File: src/rtl/irs_pkg.sv
// Package for the I2C register access sequencer.
// Holds the mode and action codes, the read phase encoding and the shared types.
// No dependencies.
package irs_pkg;

  localparam int unsigned LIST_DEPTH = 8;
  localparam int unsigned IDX_W      = $clog2(LIST_DEPTH);
  localparam int unsigned CNT_W      = $clog2(LIST_DEPTH + 1);

  localparam logic [2:0] MODE_WRITE  = 3'd0;
  localparam logic [2:0] MODE_READ   = 3'd1;
  localparam logic [2:0] MODE_STATUS = 3'd2;
  localparam logic [2:0] MODE_DMA    = 3'd3;
  localparam logic [2:0] MODE_ERROR  = 3'd4;

  localparam logic [3:0] ACT_DATA       = 4'd0;
  localparam logic [3:0] ACT_START      = 4'd1;
  localparam logic [3:0] ACT_STOP       = 4'd2;
  localparam logic [3:0] ACT_ACK_ON     = 4'd3;
  localparam logic [3:0] ACT_ACK_OFF    = 4'd4;
  localparam logic [3:0] ACT_DMA_EN     = 4'd5;
  localparam logic [3:0] ACT_CONSUMED   = 4'd6;
  localparam logic [3:0] ACT_WRITE_DONE = 4'd7;
  localparam logic [3:0] ACT_READ_DONE  = 4'd8;
  localparam logic [3:0] ACT_ARM_DMA    = 4'd9;

  typedef enum logic [3:0] {
    PH_IDLE    = 4'b0001,
    PH_INDEX   = 4'b0010,
    PH_RESTART = 4'b0100,
    PH_RADDR   = 4'b1000
  } phase_e;

  typedef struct packed {
    logic [2:0]  mode;
    logic [6:0]  device_address;
    logic [7:0]  register_address;
    logic [15:0] byte_count;
    logic        start_sent;
    logic        address_sent;
    logic        transmit_empty;
    logic        byte_finished;
    logic        ack_failure;
    logic [7:0]  next_write_byte;
  } item_t;

  typedef struct packed {
    logic [3:0] action;
    logic [7:0] data_value;
  } act_t;

  typedef struct packed {
    logic [CNT_W-1:0]            count;
    act_t [LIST_DEPTH-1:0]       entry;
  } list_t;

endpackage

File: src/rtl/irs_if.sv
// Handshake interfaces for the command and action channels of the sequencer.
// Each carries valid, ready and the beat payload. No dependencies.
interface irs_cmd_if;
  logic        valid;
  logic        ready;
  logic [2:0]  mode;
  logic [6:0]  device_address;
  logic [7:0]  register_address;
  logic [15:0] byte_count;
  logic        start_sent;
  logic        address_sent;
  logic        transmit_empty;
  logic        byte_finished;
  logic        ack_failure;
  logic [7:0]  next_write_byte;

  modport source (
    output valid, mode, device_address, register_address, byte_count, start_sent,
           address_sent, transmit_empty, byte_finished, ack_failure, next_write_byte,
    input  ready
  );
  modport sink (
    input  valid, mode, device_address, register_address, byte_count, start_sent,
           address_sent, transmit_empty, byte_finished, ack_failure, next_write_byte,
    output ready
  );
endinterface

interface irs_act_if;
  logic       valid;
  logic       ready;
  logic [3:0] action;
  logic [7:0] data_value;
  logic       last_action;

  modport source (output valid, action, data_value, last_action, input ready);
  modport sink (input valid, action, data_value, last_action, output ready);
endinterface

File: src/rtl/irs_input_stage.sv
// Input register of the sequencer: captures one command or event beat.
// Depends on irs_pkg and irs_cmd_if.
module irs_input_stage (
  input  logic           clk_i,
  input  logic           rst_ni,
  irs_cmd_if.sink        cmd_i,
  input  logic           consume_i,
  output logic           valid_o,
  output irs_pkg::item_t item_o
);
  import irs_pkg::*;

  logic  valid_q;
  item_t item_q;
  logic  accept;

  assign cmd_i.ready = !valid_q || consume_i;
  assign accept      = cmd_i.valid && cmd_i.ready;

  always_ff @(posedge clk_i or negedge rst_ni) begin
    if (!rst_ni) begin
      valid_q <= 1'b0;
    end else if (accept) begin
      valid_q <= 1'b1;
    end else if (consume_i) begin
      valid_q <= 1'b0;
    end
  end

  always_ff @(posedge clk_i or negedge rst_ni) begin
    if (!rst_ni) begin
      item_q <= '0;
    end else if (accept) begin
      item_q <= '{mode:             cmd_i.mode,
                  device_address:   cmd_i.device_address,
                  register_address: cmd_i.register_address,
                  byte_count:       cmd_i.byte_count,
                  start_sent:       cmd_i.start_sent,
                  address_sent:     cmd_i.address_sent,
                  transmit_empty:   cmd_i.transmit_empty,
                  byte_finished:    cmd_i.byte_finished,
                  ack_failure:      cmd_i.ack_failure,
                  next_write_byte:  cmd_i.next_write_byte};
    end
  end

  assign valid_o = valid_q;
  assign item_o  = item_q;
endmodule

File: src/rtl/irs_decode.sv
// Transaction state and action decoder of the sequencer.
// Builds the ordered action list for one beat and commits the state update.
// Depends on irs_pkg.
module irs_decode (
  input  logic           clk_i,
  input  logic           rst_ni,
  input  logic           valid_i,
  input  irs_pkg::item_t item_i,
  input  logic           list_free_i,
  output logic           consume_o,
  output logic           load_o,
  output irs_pkg::list_t list_o
);
  import irs_pkg::*;

  logic        wa_q, wa_d;
  logic        ra_q, ra_d;
  phase_e      phase_q, phase_d;
  logic [6:0]  addr_q, addr_d;
  logic [7:0]  reg_q, reg_d;
  logic [15:0] rlen_q, rlen_d;
  logic [15:0] wrem_q, wrem_d;
  logic [CNT_W-1:0] n;
  list_t       list;

  always_comb begin
    wa_d    = wa_q;
    ra_d    = ra_q;
    phase_d = phase_q;
    addr_d  = addr_q;
    reg_d   = reg_q;
    rlen_d  = rlen_q;
    wrem_d  = wrem_q;
    list    = '0;
    n       = '0;
    unique case (item_i.mode) inside
      MODE_WRITE, MODE_READ: begin
        addr_d = item_i.device_address;
        reg_d  = item_i.register_address;
        if (item_i.mode == MODE_WRITE) begin
          wrem_d = item_i.byte_count;
          wa_d   = 1'b1;
        end else begin
          rlen_d = item_i.byte_count;
          ra_d   = 1'b1;
          list.entry[n[IDX_W-1:0]] = '{ACT_ARM_DMA, 8'd0};
          n = n + CNT_W'(1);
        end
        list.entry[n[IDX_W-1:0]] = '{ACT_START, 8'd0};
        n = n + CNT_W'(1);
      end
      MODE_STATUS: begin
        if (item_i.start_sent) begin
          if (phase_d == PH_RESTART) begin
            list.entry[n[IDX_W-1:0]] = '{ACT_DATA, {addr_q, 1'b1}};
            phase_d = PH_RADDR;
          end else begin
            list.entry[n[IDX_W-1:0]] = '{ACT_DATA, {addr_q, 1'b0}};
          end
          n = n + CNT_W'(1);
        end
        if (item_i.address_sent) begin
          if (phase_d == PH_RADDR) begin
            if (rlen_q == 16'd1) begin
              phase_d = PH_IDLE;
              list.entry[n[IDX_W-1:0]] = '{ACT_ACK_OFF, 8'd0};
              n = n + CNT_W'(1);
              list.entry[n[IDX_W-1:0]] = '{ACT_STOP, 8'd0};
              n = n + CNT_W'(1);
            end else begin
              list.entry[n[IDX_W-1:0]] = '{ACT_ACK_ON, 8'd0};
              n = n + CNT_W'(1);
              list.entry[n[IDX_W-1:0]] = '{ACT_DMA_EN, 8'd0};
              n = n + CNT_W'(1);
            end
          end else begin
            if (wa_q) begin
              list.entry[n[IDX_W-1:0]] = '{ACT_DATA, reg_q};
              n = n + CNT_W'(1);
            end
            if (ra_q) begin
              list.entry[n[IDX_W-1:0]] = '{ACT_DATA, reg_q};
              n = n + CNT_W'(1);
              phase_d = PH_INDEX;
            end
          end
        end
        if (item_i.transmit_empty && wa_q && (wrem_q != 16'd0)) begin
          list.entry[n[IDX_W-1:0]] = '{ACT_DATA, item_i.next_write_byte};
          n = n + CNT_W'(1);
          list.entry[n[IDX_W-1:0]] = '{ACT_CONSUMED, 8'd0};
          n = n + CNT_W'(1);
          wrem_d = wrem_q - 16'd1;
        end
        if (item_i.byte_finished) begin
          if (phase_d == PH_INDEX) begin
            list.entry[n[IDX_W-1:0]] = '{ACT_START, 8'd0};
            n = n + CNT_W'(1);
            phase_d = PH_RESTART;
          end
          if (wa_q && (wrem_d == 16'd0)) begin
            list.entry[n[IDX_W-1:0]] = '{ACT_STOP, 8'd0};
            n = n + CNT_W'(1);
            list.entry[n[IDX_W-1:0]] = '{ACT_WRITE_DONE, 8'd0};
            n = n + CNT_W'(1);
            wa_d = 1'b0;
          end
        end
      end
      MODE_DMA: begin
        list.entry[n[IDX_W-1:0]] = '{ACT_STOP, 8'd0};
        n = n + CNT_W'(1);
        list.entry[n[IDX_W-1:0]] = '{ACT_READ_DONE, 8'd0};
        n = n + CNT_W'(1);
        ra_d    = 1'b0;
        phase_d = PH_IDLE;
      end
      MODE_ERROR: begin
        if (item_i.ack_failure) begin
          list.entry[n[IDX_W-1:0]] = '{ACT_STOP, 8'd0};
          n = n + CNT_W'(1);
        end
      end
      default: begin
      end
    endcase
    list.count = n;
  end

  assign consume_o = valid_i && ((n == '0) || list_free_i);
  assign load_o    = consume_o && (n != '0);
  assign list_o    = list;

  always_ff @(posedge clk_i or negedge rst_ni) begin
    if (!rst_ni) begin
      wa_q    <= 1'b0;
      ra_q    <= 1'b0;
      phase_q <= PH_IDLE;
      addr_q  <= '0;
      reg_q   <= '0;
      rlen_q  <= '0;
      wrem_q  <= '0;
    end else if (consume_o) begin
      wa_q    <= wa_d;
      ra_q    <= ra_d;
      phase_q <= phase_d;
      addr_q  <= addr_d;
      reg_q   <= reg_d;
      rlen_q  <= rlen_d;
      wrem_q  <= wrem_d;
    end
  end
endmodule

File: src/rtl/irs_action_queue.sv
// Action list register of the sequencer: shifts out one action per beat.
// Depends on irs_pkg and irs_act_if.
module irs_action_queue (
  input  logic           clk_i,
  input  logic           rst_ni,
  input  logic           load_i,
  input  irs_pkg::list_t list_i,
  output logic           list_free_o,
  irs_act_if.source      act_o
);
  import irs_pkg::*;

  logic [CNT_W-1:0]      count_q;
  act_t [LIST_DEPTH-1:0] entry_q;
  logic                  take;

  assign take        = (count_q != '0) && act_o.ready;
  assign list_free_o = (count_q == '0) || (take && (count_q == CNT_W'(1)));

  always_ff @(posedge clk_i or negedge rst_ni) begin
    if (!rst_ni) begin
      count_q <= '0;
    end else if (load_i) begin
      count_q <= list_i.count;
    end else if (take) begin
      count_q <= count_q - CNT_W'(1);
    end
  end

  always_ff @(posedge clk_i) begin
    if (load_i) begin
      entry_q <= list_i.entry;
    end else if (take) begin
      for (int i = 0; i < LIST_DEPTH - 1; i++) begin
        entry_q[i] <= entry_q[i+1];
      end
      entry_q[LIST_DEPTH-1] <= '0;
    end
  end

  assign act_o.valid       = (count_q != '0);
  assign act_o.action      = entry_q[0].action;
  assign act_o.data_value  = entry_q[0].data_value;
  assign act_o.last_action = (count_q == CNT_W'(1));
endmodule

File: src/rtl/i2c_register_access_sequencer_unit.sv
// I2C register access sequencer: turns command and status beats into action beats.
// Throughput: one action beat per cycle while act_o.ready is high; a beat with
// several actions holds the action register until all are taken, beats with at
// most one action are taken every cycle.
// Reset clears the transaction flags, read phase, stored address and counts, and
// empties the input and action registers. Depends on irs_pkg and irs_if.
module i2c_register_access_sequencer_unit (
  input  logic      clk_i,
  input  logic      rst_ni,
  irs_cmd_if.sink   cmd_i,
  irs_act_if.source act_o
);
  import irs_pkg::*;

  logic  item_valid;
  item_t item;
  logic  consume;
  logic  load;
  logic  list_free;
  list_t list;

  irs_input_stage u_input (
    .clk_i     (clk_i),
    .rst_ni    (rst_ni),
    .cmd_i     (cmd_i),
    .consume_i (consume),
    .valid_o   (item_valid),
    .item_o    (item)
  );

  irs_decode u_decode (
    .clk_i       (clk_i),
    .rst_ni      (rst_ni),
    .valid_i     (item_valid),
    .item_i      (item),
    .list_free_i (list_free),
    .consume_o   (consume),
    .load_o      (load),
    .list_o      (list)
  );

  irs_action_queue u_queue (
    .clk_i       (clk_i),
    .rst_ni      (rst_ni),
    .load_i      (load),
    .list_i      (list),
    .list_free_o (list_free),
    .act_o       (act_o)
  );

  a_data_zero: assert property (@(posedge clk_i) disable iff (!rst_ni)
    (act_o.valid && (act_o.action != ACT_DATA)) |-> (act_o.data_value == 8'd0))
    else $error("Non-data action carries a nonzero byte.");

  a_drain: assert property (@(posedge clk_i) disable iff (!rst_ni)
    (act_o.valid && act_o.ready && act_o.last_action && !load) |=> !act_o.valid)
    else $error("Action register still valid after its last beat.");

  a_load_free: assert property (@(posedge clk_i) disable iff (!rst_ni)
    load |-> list_free)
    else $error("Action list loaded while earlier actions remain.");

  a_ready_empty: assert property (@(posedge clk_i) disable iff (!rst_ni)
    !item_valid |-> cmd_i.ready)
    else $error("Input stalled while the input register is empty.");

endmodule
File: src/flat_wrapper.sv
// flat-port wrapper written by rule: the top's interface ports become plain ports
module i2c_register_access_sequencer_unit_flat import irs_pkg::*;
  (clk_i, rst_ni, cmd_i_valid, cmd_i_mode, cmd_i_device_address, cmd_i_register_address, cmd_i_byte_count, cmd_i_start_sent, cmd_i_address_sent, cmd_i_transmit_empty, cmd_i_byte_finished, cmd_i_ack_failure, cmd_i_next_write_byte, cmd_i_ready, act_o_valid, act_o_action, act_o_data_value, act_o_last_action, act_o_ready);
  irs_cmd_if cmd_i_i ();
  irs_act_if act_o_i ();
  input  logic clk_i;
  input  logic rst_ni;
  input wire logic [$bits(cmd_i_i.valid)-1:0] cmd_i_valid;
  input wire logic [$bits(cmd_i_i.mode)-1:0] cmd_i_mode;
  input wire logic [$bits(cmd_i_i.device_address)-1:0] cmd_i_device_address;
  input wire logic [$bits(cmd_i_i.register_address)-1:0] cmd_i_register_address;
  input wire logic [$bits(cmd_i_i.byte_count)-1:0] cmd_i_byte_count;
  input wire logic [$bits(cmd_i_i.start_sent)-1:0] cmd_i_start_sent;
  input wire logic [$bits(cmd_i_i.address_sent)-1:0] cmd_i_address_sent;
  input wire logic [$bits(cmd_i_i.transmit_empty)-1:0] cmd_i_transmit_empty;
  input wire logic [$bits(cmd_i_i.byte_finished)-1:0] cmd_i_byte_finished;
  input wire logic [$bits(cmd_i_i.ack_failure)-1:0] cmd_i_ack_failure;
  input wire logic [$bits(cmd_i_i.next_write_byte)-1:0] cmd_i_next_write_byte;
  output wire logic [$bits(cmd_i_i.ready)-1:0] cmd_i_ready;
  output wire logic [$bits(act_o_i.valid)-1:0] act_o_valid;
  output wire logic [$bits(act_o_i.action)-1:0] act_o_action;
  output wire logic [$bits(act_o_i.data_value)-1:0] act_o_data_value;
  output wire logic [$bits(act_o_i.last_action)-1:0] act_o_last_action;
  input wire logic [$bits(act_o_i.ready)-1:0] act_o_ready;
  assign cmd_i_i.valid = cmd_i_valid;
  assign cmd_i_i.mode = cmd_i_mode;
  assign cmd_i_i.device_address = cmd_i_device_address;
  assign cmd_i_i.register_address = cmd_i_register_address;
  assign cmd_i_i.byte_count = cmd_i_byte_count;
  assign cmd_i_i.start_sent = cmd_i_start_sent;
  assign cmd_i_i.address_sent = cmd_i_address_sent;
  assign cmd_i_i.transmit_empty = cmd_i_transmit_empty;
  assign cmd_i_i.byte_finished = cmd_i_byte_finished;
  assign cmd_i_i.ack_failure = cmd_i_ack_failure;
  assign cmd_i_i.next_write_byte = cmd_i_next_write_byte;
  assign cmd_i_ready = cmd_i_i.ready;
  assign act_o_valid = act_o_i.valid;
  assign act_o_action = act_o_i.action;
  assign act_o_data_value = act_o_i.data_value;
  assign act_o_last_action = act_o_i.last_action;
  assign act_o_i.ready = act_o_ready;
  i2c_register_access_sequencer_unit u_core (.clk_i(clk_i), .rst_ni(rst_ni), .cmd_i(cmd_i_i), .act_o(act_o_i));
endmodule
File: config.mk
export PLATFORM = sky130hd
export DESIGN_NAME = i2c_register_access_sequencer_unit_flat
export DESIGN_NICKNAME = d
export VERILOG_FILES = /design/src/rtl/irs_pkg.sv /design/src/rtl/irs_if.sv /design/src/rtl/irs_input_stage.sv /design/src/rtl/irs_decode.sv /design/src/rtl/irs_action_queue.sv /design/src/rtl/i2c_register_access_sequencer_unit.sv /design/src/flat_wrapper.sv
export SDC_FILE = /design/constraint.sdc
export NUM_CORES = 1
export LEC_CHECK = 0
export BUFFER_PORTS_ARGS = -buffer_cell sky130_fd_sc_hd__buf_4
export CAP_MARGIN = 5
export CORE_UTILIZATION = 60
export CTS_BUF_LIST = sky130_fd_sc_hd__clkbuf_16
export DETAILED_ROUTE_END_ITERATION = 12
export PLACE_DENSITY = 0.78
export SLEW_MARGIN = 10
export SYNTH_ARGS = -nofsm -noshare
export SYNTH_HDL_FRONTEND = slang
export SYNTH_HIERARCHICAL = 1
export SYNTH_SLANG_ARGS = --single-unit
File: constraint.sdc
create_clock -name clk_i -period 13.17 [get_ports clk_i]
set_clock_uncertainty 0.1 [all_clocks]
set_input_delay 1.317 -clock clk_i [delete_from_list [all_inputs] [get_ports clk_i]]
set_output_delay 1.317 -clock clk_i [all_outputs]
set_load 0.03 [all_outputs]
# == Word-level counts from Yosys, hierarchy flattened ==
# Index checks and enable logic that the tools add are counted.
# classes
div_mod_pow,0
n_shift,0
n_eq_ne,13
muxes,94
magnitude_cmp,18
multipliers,0
reduce_logical,40
add_sub_neg,11
n_bitwise,28
# ops
cell,count
2-to-1 mux 96 bit,18
inverter 88 bit,5
demux 12 bit (select 3 bit),9
bitwise mux 96 bit,3
AND 88 bit,3
inverter 80 bit,3
AND 11 x 88 -> 88 bit,2
AND 80 bit,2
2-to-1 mux 12 bit,12
one-hot mux 72 bit (2 select lines),1
2-to-1 mux 4 bit,29
AND 10 x 80 -> 80 bit,1
AND 72 bit,1
inverter 72 bit,1
2-to-1 mux 16 bit,3
one-hot mux 12 bit (4 select lines),1
"adder 4 x 1 -> 4 bit, second input constant",9
"less-than comparator 3 x 4 -> 1 bit, second input constant",9
one-hot mux 12 bit (3 select lines),1
bitwise OR 16 bit,2
one-hot mux 16 bit (2 select lines),1
"greater-or-equal comparator 3 x 1 -> 1 bit, second input constant",9
bitwise OR 24 bit,1
bitwise OR 8 bit,3
other kinds (34),75
# word_totals
output_inout_bits,15
wordCells,239
ram_bits,0
romBits,0
latchBits,0
memories,0
reg_bits,201

# == Logic depth before layout (Yosys ltp) ==
# Gate-level depths: netlist of the first run.
# depth
ltp_word,32
mapped_depth,24
ltp_nobuf,20

# == Cells and area by module ==
# The synthesis of the first run kept the hierarchy.
# modules_own_cells
mod,area_each_um2,seq_area_each_um2,instances,cells_per_inst
irs_decode,5121.2,1327.5,1,669
irs_action_queue,4438.0,2982.9,1,247
irs_input_stage,1945.6,1201.2,1,103

# == Worst setup path after synthesis of the first run ==
# No wires, ideal clock.
# synth_timing
path_kind,register to register
startpoint,reg u_core.u_decode.wrem_q[0]
endpoint,"reg u_core.u_queue.entry_q, in the netlist u_core/u_queue/act_o.action[0], enable pin"
stages_incl_launch_ff,22
synth_period_minus_slack_ns,6.990
setup_slack_ns,6.180
t_arrival_ns,6.437
setup_ns,0.453
path_cell_list,dfrtp_1 > inv_1 > ha_1 > or3b_2 > nor4_4 > or2_1 > buf_4 > xnor2_1 > ha_1 > mux2i_1 > inv_1 > ha_1 > inv_1 > xnor3_1 > o211ai_1 > mux2i_1 > or3_1 > o311a_1 > buf_6 > buf_6 > clkbuf_1 > a21o_1
# synth_between
elab_chain_cells,18
word_cells_on_any_way,24
classes_between,add/sub: 4; mux: 10; reduce/logical: 10
# synth_rtl
element,line_no,text
start: declaration,irs_decode.sv:22,"logic [15:0] wrem_q, wrem_d;"
start signal: assignment,irs_decode.sv:150,wrem_q <= wrem_d;
nonzero test 16 bit,irs_decode.sv:88,if (item_i.transmit_empty && wa_q && (wrem_q != 16'd0)) begin
logical AND 1 bit,irs_decode.sv:88,
2-to-1 mux 4 bit,irs_decode.sv:88,
2-to-1 mux 4 bit,irs_decode.sv:36,unique case (item_i.mode) inside
adder 4 x 1 -> 4 bit,irs_decode.sv:98,n = n + CNT_W'(1);
2-to-1 mux 4 bit,irs_decode.sv:96,if (phase_d == PH_INDEX) begin
2-to-1 mux 4 bit,irs_decode.sv:95,if (item_i.byte_finished) begin
2-to-1 mux 4 bit,irs_decode.sv:36,
[... 3 more ...],-,
2-to-1 mux 4 bit (*),irs_decode.sv:95,
one-hot mux 4 bit (4 select lines) (*),irs_decode.sv:36,
zero test 4 bit,irs_decode.sv:130,assign consume_o = valid_i && ((n == '0) || list_free_i);
logical OR 1 bit,irs_decode.sv:130,
logical AND 1 bit,irs_decode.sv:130,
logical AND 1 bit (*),irs_decode.sv:131,assign load_o = consume_o && (n != '0);
net u_core.load,i2c_register_access_sequencer_unit.sv:18,logic load;
nonzero test 2 bit (no line) (*),-,
end signal: assignment,irs_action_queue.sv:32,entry_q <= list_i.entry;
end signal: indexed assignment,irs_action_queue.sv:35,entry_q[i] <= entry_q[i+1];
end: declaration,irs_action_queue.sv:14,act_t [LIST_DEPTH-1:0] entry_q;
# Mark *: on every way through the listed nets, which the timed path passes. The rest lies on a longest branch. The select of a mux whose other input is x is not followed.
# A chain may end at the register's enable or synchronous reset.

# == Worst setup path in the final report of the first run ==
# layout_timing
startpoint,reg u_core.u_decode.wrem_q[0]
endpoint,out cmd_i_ready
# layout_between
elab_chain_cells,17
word_cells_on_any_way,22
classes_between,add/sub: 4; mux: 10; reduce/logical: 8
# layout_rtl
element,line_no,text
nonzero test 16 bit,irs_decode.sv:88,
logical AND 1 bit,irs_decode.sv:88,
2-to-1 mux 4 bit,irs_decode.sv:88,
2-to-1 mux 4 bit,irs_decode.sv:36,
adder 4 x 1 -> 4 bit,irs_decode.sv:98,
2-to-1 mux 4 bit,irs_decode.sv:96,
2-to-1 mux 4 bit,irs_decode.sv:95,
2-to-1 mux 4 bit,irs_decode.sv:36,
[... 2 more ...],-,
2-to-1 mux 4 bit,irs_decode.sv:101,if (wa_q && (wrem_d == 16'd0)) begin
2-to-1 mux 4 bit (*),irs_decode.sv:95,
one-hot mux 4 bit (4 select lines) (*),irs_decode.sv:36,
zero test 4 bit (*),irs_decode.sv:130,
logical OR 1 bit (*),irs_decode.sv:130,
logical AND 1 bit (*),irs_decode.sv:130,
net u_core.consume,i2c_register_access_sequencer_unit.sv:17,logic consume;
logical OR 1 bit (*),irs_input_stage.sv:17,assign cmd_i.ready = !valid_q || consume_i;
end: declaration,flat_wrapper.sv:19,output wire logic [$bits(cmd_i_i.ready)-1:0] cmd_i_ready;
# Marks and branches as above.

==> flow_metrics.py, run 1 <==
metrics = {
    "setup_path": {
        "critical_path_peak_fanout": 24,
        "timing_worst_setup_path_type": "flip-flop to output port",
        "worst_ep_arrival_time_ns": 6.59,
        "worst-r2r-cell-count": 22,
        "cp-end-kind": "output port",
        "start_kind": "flip-flop",
        "critPathRequiredTime_ns": 11.75,
    },
    "layout": {
        "final_cells": 1301,
        "final_cell_mix": "108 x mux2_2, 104 x dfrtp_1, 96 x edfxtp_1",
        "filler_cell_count": 1388,
        "synthToLayoutAreaGrowth_pct": 9.22,
        "layout.cells.most_common": "mux2_2",
        "multi_input_comb_area_mm2": 0.00540,
        "finish.net_count": 1113,
        "antennaDiodeCount": 0,
        "postLayoutCoreUtil_pct": 67.0,
        "seq_area_mm2": 0.00551,
        "post_route_cells_drive_above_1_share_pct": 27.7,
    },
    "logic_synthesis": {
        "register_bit_total_from_synthesis": 201,
        "postSynthAreaPerCell_um2": 11.3,
        "yosys.area_share.simple_pct": 14.1,
        "mux_contribution_to_synthesized_area_pct": 17.9,
        "synth_xor_area_share_pct": 1.20,
        "synth_seq_area_share_pct": 47.9,
        "netlist-cell-type-count": 80,
        "synth_compound_area_share_pct": 11.5,
        "synth_flop_cell": "dfrtp_1",
        "synth-edff-count": 96,
        "syn_inst": 1019,
        "synthArstFlopShare_pct": 52.2,
        "largest_family_of_logic_cells_by_synthesized_area": "multiplexers",
        "synthesis.area_mm2": 0.0115,
        "synthesis.yosys.warnings": 6,
        "post_synth_fa_ha_maj_area_fraction_pct": 1.31,
    },
    "detailed_routing": {
        "ant_nets": 0,
        "detail_route.drc_violations": 0,
        "routed-via-count": 8148,
        "drt_iter0_drc": 798,
        "drt_wl_total_um": 26600,
        "post_drt_wl_per_cell_um": 20.4,
        "detail_route.vias_per_cell": 6.26,
        "drt-pass1-iter-count": 8,
    },
    "placed_design": {
        "finalWeightedCongestion": 0.921,
        "detailedPlacementHpwl_um": 18000,
        "dpl.cell_count": 1259,
        "numPortBuffers": 65,
    },
    "sta": {
        "timing.max_slew.rel_slack_pct": 19.4,
        "drv_slew": 0,
        "finalSetupViolations": 0,
        "setup_repair_after_global_routing_missed_its_margin": "no",
        "post-route-period-util_pct": 60.8,
        "totalNegativeSetupSlack_ns": 0,
        "final.min_clock_period_ns": 8.01,
        "hold_violations": 0,
        "max_clock_freq_mhz": 125,
        "max_slew.worst_pin.slew_ns": 1.20,
    },
    "clocking": {
        "cts_repair_resize_count": 0,
        "cts_buffer_depth": 3,
        "clkTransAtPathRegs_ns": 0.06,
        "clkSinkCount": 201,
        "cts_tree": "built",
        "cts_made_buffers": 23,
        "cts.hold.buffers_added": 0,
        "clockRootBuffer": "clkbuf_16",
        "ctsHtreeMaxLevel": 1,
        "cts.repair_timing.setup_buffer_count": 0,
        "insertion_delay_ns": 0.53,
    },
    "die": {
        "placement_rows": 50,
        "floorplan_core_area_mm2": 0.0188,
        "die_height_um": 140,
        "design.die.area_mm2": 0.0197,
        "io-pin-count": 66,
        "floorplan.die.width_um": 140,
        "start_util_pct": 61.3,
    },
    "job": {
        "cap_violations": 0,
    },
    "hold_path": {
        "hold_path_class": "flip-flop to flip-flop",
        "worstHoldPathCells": 1,
    },
    "global_route": {
        "vias_in_the_first_global_route": 7784,
        "grt-ovfl-total": 0,
        "grt_first_pass_wirelength_um": 42700,
        "number_of_antenna_violations_at_the_first_check_in_global_routing": 0,
        "pin_count_of_the_biggest_net_entering_global_routing": 80,
        "grtUsageTotal_pct": 27.5,
    },
    "outcome": {
        "outcome": "finished, final reports clean",
    },
}
-- critical path, stage by stage, from the launching register on --
cell      delay (ns)
dfrtp_1         0.42
inv_1           0.08
ha_1            0.24
or3b_2          0.53
nor4_4          0.30
or2_1           0.50
xnor2_1         0.33
ha_1            0.42
mux2i_1         0.23
inv_1           0.19
ha_1            0.41
inv_1           0.16
xnor3_1         0.40
o211ai_1        0.09
mux2i_1         0.11
or3_1           0.40
o31ai_4         0.23
buf_4           0.32
and2_1          0.30
nand2b_4        0.21
buf_4           0.18
-- path summary, 6_finish.rpt --
kind / from / end / slack, ns
worst max-delay path: u_core/u_decode/wrem_q[0] / cmd_i_ready / 5.16
worst min-delay path: u_core/u_decode/rlen_q[0] / u_core/u_decode/rlen_q[0] / 0.40
worst max register to register: u_core/u_decode/wrem_q[0] / u_core/u_input/item_o[35] / 6.19
worst min register to register: u_core/u_decode/rlen_q[0] / u_core/u_decode/rlen_q[0] / 0.40
max in group asynchronous: rst_ni / u_core/u_decode/rlen_q[1] / 11.09
min in group asynchronous: rst_ni / u_core/u_input/item_o[10] / 0.72
-- per-layer routing --
| metal | GRT usage [%] | part of all wire, % | up-vias |
|---|---|---|---|
| li1 | - | - | 3773 |
| met1 | 42.5 | 46 | 3957 |
| met5 | 0 | 0 | - |
| met2 | 40.7 | 44 | 387 |
| met3 | 4.38 | 8.6 | 31 |
| met4 | 5.72 | 1.5 | 0 |
-- metrics by stage --
stage / hold WS [ns] / setup WS, ns / instance area, um^2
2_1_floorplan: 0.366 / 6.18 / 11600
3_3_place_gp: 0.378 / 6.01 / 11900
3_5_place_dp: 0.389 / 5.79 / 11900
4_1_cts: 0.402 / 5.22 / 12600
5_1_grt: 0.421 / 4.73 / 12600
6_report: 0.398 / 5.16 / 12600
-- Yosys cell counts (4+ instances only) --
library cell  number  area [um^2]
mux2_2           108         1220
dfrtp_1          104         2600
edfxtp_1          96         2880
nor2_1            94          353
a21oi_1           62          310
mux2_4            54          811
nand2_1           54          203
o21ai_0           42          210
buf_4             40          300
and2_1            37          231
nand3_1           29          145
a22oi_1           26          195
clkbuf_1          25         93.8
inv_1             22         82.6
nor3_1            22          110
buf_2             17         85.1
a31oi_1           13         81.3
ha_1              12          150
nor4_1            12         75.1
nand4_1            8         50.1
or3_1              8         50.1
a221oi_1           6         52.6
and3_1             6         37.5
buf_6              6         67.6
xnor2_1            6         52.6
nand2b_1           5         31.3
o21a_1             5         37.5
o32ai_1            5         43.8
a21o_1             4         30.0
a32oi_1            4         35.0
nor3b_1            4         30.0
o211ai_1           4         30.0
o22ai_1            4         25.0
or2_2              4         25.0
-- sequential cells by signal, summed over array words and instances, names as in the netlist, 4 cells and up --
register,count
u_core/u_decode/addr_q,7
u_core/u_queue/act_o.action,4
u_core/u_decode/reg_q,8
u_core/u_queue/entry_q,84
u_core/u_queue/act_o.data_value,8
u_core/u_decode/rlen_q,16
u_core/u_decode/wrem_q,16
u_core/u_input/item_o,47
u_core/u_queue/count_q,4
u_core/u_decode/phase_q,4
-- cell type report --
cell class	instances	share of cell area, %
repair buffers	77	4.60
well taps	234	2.33
multi-input cells	723	42.9
inverters	24	0.717
clock buffers	23	4.58
clock inverters	19	0.976
flip-flops and latches	201	43.9
-- cells by family (layout without fill, tap and decap cells) --
kind of cell	count (synthesis)	count (layout)
xor gates and xnor gates	11	11
adders and majority gates	12	12
muxes	165	165
buffers and inverters	116	143
AOI/OAI and AO/OA	205	205
other	1	22
DFF	201	201
and+or+nand+nor	308	308
Power of run 1 is left out: the tool's default activity adds up to more than one toggle a clock period on the data nets, which glitch-free logic cannot reach.
==> run 2: changes to the inputs <==
==> constraint.sdc (replaced) <==
create_clock -name clk_i -period 7.9 [get_ports clk_i]
set_clock_uncertainty 0.1 [all_clocks]
set_input_delay 0.79 -clock clk_i [delete_from_list [all_inputs] [get_ports clk_i]]
set_output_delay 0.79 -clock clk_i [all_outputs]
set_load 0.03 [all_outputs]
==> run 2 against run 1 <==
  * Count of clock-buffer cells in the layout unchanged
  * Global-route usage about the same
  * Hold slack worse by 0.19 ns
  * Critical path type unchanged
==> flow_metrics.py, run 2 (synthesis results as in run 1) <==
metrics = {
    "clocking": {
        "cts_buffer_depth": 3,
        "clkTransAtPathRegs_ns": 0.06,
        "ctsHtreeMaxLevel": 1,
        "clkSinkCount": 201,
        "cts_made_buffers": 23,
        "cts_tree": "built",
        "cts_repair_resize_count": 0,
        "cts.repair_timing.setup_buffer_count": 0,
        "insertion_delay_ns": 0.51,
        "clockRootBuffer": "clkbuf_16",
        "cts.hold.buffers_added": 0,
    },
    "layout": {
        "finish.net_count": 1115,
        "layout.cells.most_common": "mux2_2",
        "synthToLayoutAreaGrowth_pct": 9.19,
        "post_route_cells_drive_above_1_share_pct": 27.6,
        "final_cell_mix": "108 x mux2_2, 104 x dfrtp_1, 96 x edfxtp_1",
        "max_flop_register": "u_core/u_queue/entry_q",
        "largest_register_ffs": 84,
        "antennaDiodeCount": 0,
    },
    "die": {
        "start_util_pct": 61.3,
        "placement_rows": 50,
        "io-pin-count": 66,
        "design.die.area_mm2": 0.0197,
        "floorplan_core_area_mm2": 0.0188,
        "floorplan.die.width_um": 140,
        "die_height_um": 140,
    },
    "setup_path": {
        "critical-path-slowest-cell": "or3b_2",
        "timing_worst_setup_path_type": "flip-flop to output port",
        "cp-end-kind": "output port",
        "critPathMaxStageDelay_ns": 0.53,
        "timing.critical_path.cells": "inv_1 > ha_1 > or3b_2 > nor4_4 > or2_1 > xnor2_1 > ha_1 > mux2i_1 > inv_1 > ha_1 > inv_1 > xnor3_1 > o211ai_1 > mux2i_1 > or3_1 > o31ai_4 > buf_4 > and2_1 > nand2b_4 > buf_4",
        "rrSetupSlack_ns": 0.94,
        "critPathRequiredTime_ns": 7.01,
        "critical_path_peak_fanout": 24,
        "start_kind": "flip-flop",
        "worst_ep_arrival_time_ns": 6.56,
    },
    "global_route": {
        "groute.layer.met1.usage_pct": 42.6,
        "grt.met3_usage_pct": 5.44,
        "vias_in_the_first_global_route": 7728,
        "grt-ovfl-total": 0,
        "met2_usage_pct": 39.9,
        "number_of_antenna_violations_at_the_first_check_in_global_routing": 0,
        "pin_count_of_the_biggest_net_entering_global_routing": 97,
        "gr-max-usage-layer": "met1",
        "grt_first_pass_wirelength_um": 42700,
        "grtUsageTotal_pct": 27.5,
    },
    "placed_design": {
        "numPortBuffers": 65,
        "finalWeightedCongestion": 0.939,
        "detailedPlacementHpwl_um": 17900,
    },
    "detailed_routing": {
        "detail_route.vias_per_cell": 6.23,
        "post_drt_wl_per_cell_um": 20.2,
        "drt_iter0_drc": 849,
        "drt-pass1-iter-count": 5,
        "detail_route.drc_violations": 0,
        "drt_wl_total_um": 26400,
        "ant_nets": 0,
        "routed-via-count": 8124,
    },
    "hold_path": {
        "hold_path_class": "input pin to asynchronous set/reset pin",
    },
    "sta": {
        "timing.max_slew.rel_slack_pct": 25.7,
        "hold_violations": 0,
        "max_clock_freq_mhz": 134,
        "max_slew.worst_pin.slew_ns": 1.11,
        "drv_slew": 0,
        "finalSetupViolations": 0,
        "totalNegativeSetupSlack_ns": 0,
        "post-route-period-util_pct": 94.3,
        "final.min_clock_period_ns": 7.45,
        "setup_repair_after_global_routing_missed_its_margin": "no",
    },
    "outcome": {
        "outcome": "finished, final reports clean",
    },
    "job": {
        "cap_violations": 0,
    },
}
[run 2: per-layer routing]
layer	up-vias	wire [um]
li1	3780	-
met1	3981	12400
met2	332	11500
met5	-	0
met3	31	2130
met4	0	380
[run 2: metrics by stage]
| stage | instance area [um^2] | util (%) | std cells | worst slack, ns | hold WS (ns) |
|---|---|---|---|---|---|
| finish | 12600 | 66.9 | 1303 | 0.448 | 0.205 |
| global placement | 11900 | 63.4 | 1261 | 1.28 | 0.383 |
| floorplan | 11600 | - | 1040 | 0.910 | 0.366 |
| CTS | 12600 | 66.9 | 1303 | 0.531 | 0.227 |
| detailed placement | 11900 | 63.4 | 1261 | 1.06 | 0.387 |
| global route | 12600 | 66.9 | 1303 | 0.0499 | 0.263 |
[run 2: worst max-delay path: cells and delay by family (launching register included)]
kind,cells,cell delay (ns)
multiplexers,2,0.36
AND/OR/NAND/NOR,6,2.19
flip-flops,1,0.43
XOR/XNOR,2,0.77
AO/OA/AOI/OAI,2,0.35
buffers and inverters,5,0.92
adder cells (fa/ha/maj),3,1.04
[run 2: final cells by class]
cell class	instances	area [um^2]
inverters	24	90.1
multi-input cells	723	5400
repair buffers	79	606
clock buffers	23	576
flip-flops and latches	201	5510
well taps	234	293
clock inverters	19	86.3
fillers	1436	6210
[run 2: final timing paths]
kind,from,to,cells after the start
worst max-delay path,u_core/u_decode/wrem_q[0],cmd_i_ready,20
worst min-delay path,rst_ni,u_core/u_decode/rlen_q[8],1
worst max register to register,u_core/u_decode/wrem_q[0],u_core/u_input/item_o[35],22
worst min register to register,u_core/u_input/item_o[36],u_core/u_input/item_o[36],1
max in group asynchronous,rst_ni,u_core/u_input/item_o[3],2
min in group clk_i,u_core/u_input/item_o[36],u_core/u_input/item_o[36],1
Power of run 2 is left out for the same reason.
==> run 3: changes to the inputs <==
--- a/config.mk
+++ b/config.mk
@@ -5,7 +5,7 @@
 export SDC_FILE = /design/constraint.sdc
 export NUM_CORES = 1
 export LEC_CHECK = 0
-export BUFFER_PORTS_ARGS = -buffer_cell sky130_fd_sc_hd__buf_4
+export BUFFER_PORTS_ARGS = -buffer_cell sky130_fd_sc_hd__buf_2
 export CAP_MARGIN = 5
 export CORE_UTILIZATION = 60
 export CTS_BUF_LIST = sky130_fd_sc_hd__clkbuf_16
==> run 3 against run 2 <==
  * Maximum frequency is 1.7% higher
  * Via count is 0.46% higher
  * Design area is 1.1% lower
  * Register-to-register slack better by 0.06 ns
  * Critical path type unchanged
==> flow_metrics.py, run 3 (synthesis results as in run 1) <==
metrics = {
    "sta": {
        "setup_repair_after_global_routing_missed_its_margin": "no",
        "hold_violations": 0,
        "finalSetupViolations": 0,
        "final.min_clock_period_ns": 7.33,
        "timing.max_slew.rel_slack_pct": 33.3,
        "max_slew.worst_pin.slew_ns": 1.00,
        "totalNegativeSetupSlack_ns": 0,
        "max_clock_freq_mhz": 137,
        "drv_slew": 0,
        "post-route-period-util_pct": 92.7,
    },
    "placed_design": {
        "placement.cell_area_mm2": 0.0117,
        "numPortBuffers": 65,
        "detailedPlacementHpwl_um": 17800,
        "finalWeightedCongestion": 0.946,
    },
    "global_route": {
        "pin_count_of_the_biggest_net_entering_global_routing": 70,
        "vias_in_the_first_global_route": 7788,
        "grt_first_pass_wirelength_um": 42500,
        "grt-ovfl-total": 0,
        "grtUsageTotal_pct": 27.2,
        "number_of_antenna_violations_at_the_first_check_in_global_routing": 0,
    },
    "setup_path": {
        "critical-path-slowest-cell": "or3b_2",
        "timing.critical_path.cells": "inv_1 > ha_1 > or3b_2 > nor4_4 > or2_1 > xnor2_1 > ha_1 > mux2i_1 > inv_1 > ha_1 > inv_1 > xnor3_1 > o211ai_1 > mux2i_1 > or3_1 > o31ai_4 > and2_1 > nand2b_4 > buf_2",
        "critPathMaxStageDelay_ns": 0.53,
        "critPathRequiredTime_ns": 7.01,
        "cp-end-kind": "output port",
        "worst_ep_arrival_time_ns": 6.44,
        "critical_path_peak_fanout": 16,
        "timing_worst_setup_path_type": "flip-flop to output port",
        "start_kind": "flip-flop",
    },
    "layout": {
        "max_flop_register": "u_core/u_queue/entry_q",
        "seq_area_mm2": 0.00551,
        "antennaDiodeCount": 0,
        "final_cell_mix": "108 x mux2_2, 104 x dfrtp_1, 96 x edfxtp_1",
        "largest_register_ffs": 84,
        "synthToLayoutAreaGrowth_pct": 8.00,
        "filler_cell_count": 1432,
        "post_route_cells_drive_above_1_share_pct": 28.0,
        "multi_input_comb_area_mm2": 0.00540,
        "finish.net_count": 1112,
        "layout.cells.most_common": "mux2_2",
        "final_cell_area_mm2": 0.0124,
    },
    "clocking": {
        "cts_made_buffers": 22,
        "ctsHtreeMaxLevel": 1,
        "clkSinkCount": 201,
        "clkTransAtPathRegs_ns": 0.06,
        "insertion_delay_ns": 0.51,
        "clockRootBuffer": "clkbuf_16",
        "cts_buffer_depth": 3,
        "cts_tree": "built",
        "cts_repair_resize_count": 0,
        "cts.repair_timing.setup_buffer_count": 0,
        "cts.hold.buffers_added": 0,
    },
    "die": {
        "io-pin-count": 66,
        "die_height_um": 140,
        "design.die.area_mm2": 0.0197,
        "floorplan.die.width_um": 140,
        "floorplan_core_area_mm2": 0.0188,
        "start_util_pct": 61.3,
        "placement_rows": 50,
    },
    "detailed_routing": {
        "post_drt_wl_per_cell_um": 20.4,
        "drt_iter0_drc": 744,
        "ant_nets": 0,
        "drt_wl_total_um": 26500,
        "drt-pass1-iter-count": 5,
        "detail_route.vias_per_cell": 6.28,
        "routed-via-count": 8161,
        "detail_route.drc_violations": 0,
    },
    "job": {
        "cap_violations": 0,
    },
    "outcome": {
        "outcome": "finished, final reports clean",
    },
    "hold_path": {
        "hold_path_class": "input pin to asynchronous set/reset pin",
    },
}
run 3: changes by cell type in the layout (fill, tap and decap cells not counted), moves of 3 or more:
cell / delta
buf_2: +64
clkinv_1: +3
clkinv_2: +3
buf_4: -66
inv_1: -10
run 3: per-layer routing:
layer / up-vias / track usage, % / wire (um)
met5: - / 0 / 0
met4: 0 / 5.78 / 437
met3: 35 / 5.44 / 2200
met2: 378 / 40.4 / 11400
met1: 3983 / 41.3 / 12400
li1: 3765 / - / -
run 3: cell type report:
type	count	share of cell area [%]
clock buffer	24	4.83
clock inverter	16	0.806
inverter	24	0.725
multi-input combinational	723	43.5
sequential	201	44.4
tap	234	2.36
timing repair buffer	77	3.46
run 3: stage by stage:
step	setup WS [ns]	hold slack [ns]	cells	utilization (%)
2_1_floorplan	0.910	0.366	1040	-
3_3_place_gp	1.36	0.379	1259	62.4
3_5_place_dp	1.12	0.382	1259	62.4
4_1_cts	0.696	0.152	1299	66.2
5_1_grt	0.265	0.172	1299	66.2
6_report	0.574	0.130	1299	66.2
run 3: worst max-delay path, delay by kind of cell (launching register included):
kind / cells / cell delay, ns
buffers and inverters: 4 / 0.63
adders and majority gates: 3 / 1.03
DFF: 1 / 0.43
xor gates and xnor gates: 2 / 0.79
muxes: 2 / 0.36
and+or+nand+nor: 6 / 2.35
AOI/OAI and AO/OA: 2 / 0.36
run 3: worst paths after layout:
check                                      startpoint                             end  slack (ns)  cells past startpoint
max in group asynchronous                      rst_ni        u_core/u_input/item_o[7]        6.30                      2
setup reg to reg            u_core/u_decode/wrem_q[0]  u_core/u_queue/act_o.action[1]        1.00                     18
min in group clk_i         u_core/u_decode/rlen_q[14]      u_core/u_decode/rlen_q[14]        0.40                      1
hold / removal                                 rst_ni       u_core/u_input/item_o[10]        0.13                      1
setup / recovery            u_core/u_decode/wrem_q[0]                     cmd_i_ready        0.57                     19
hold reg to reg            u_core/u_decode/rlen_q[14]      u_core/u_decode/rlen_q[14]        0.40                      1
Power of run 3 is left out for the same reason.
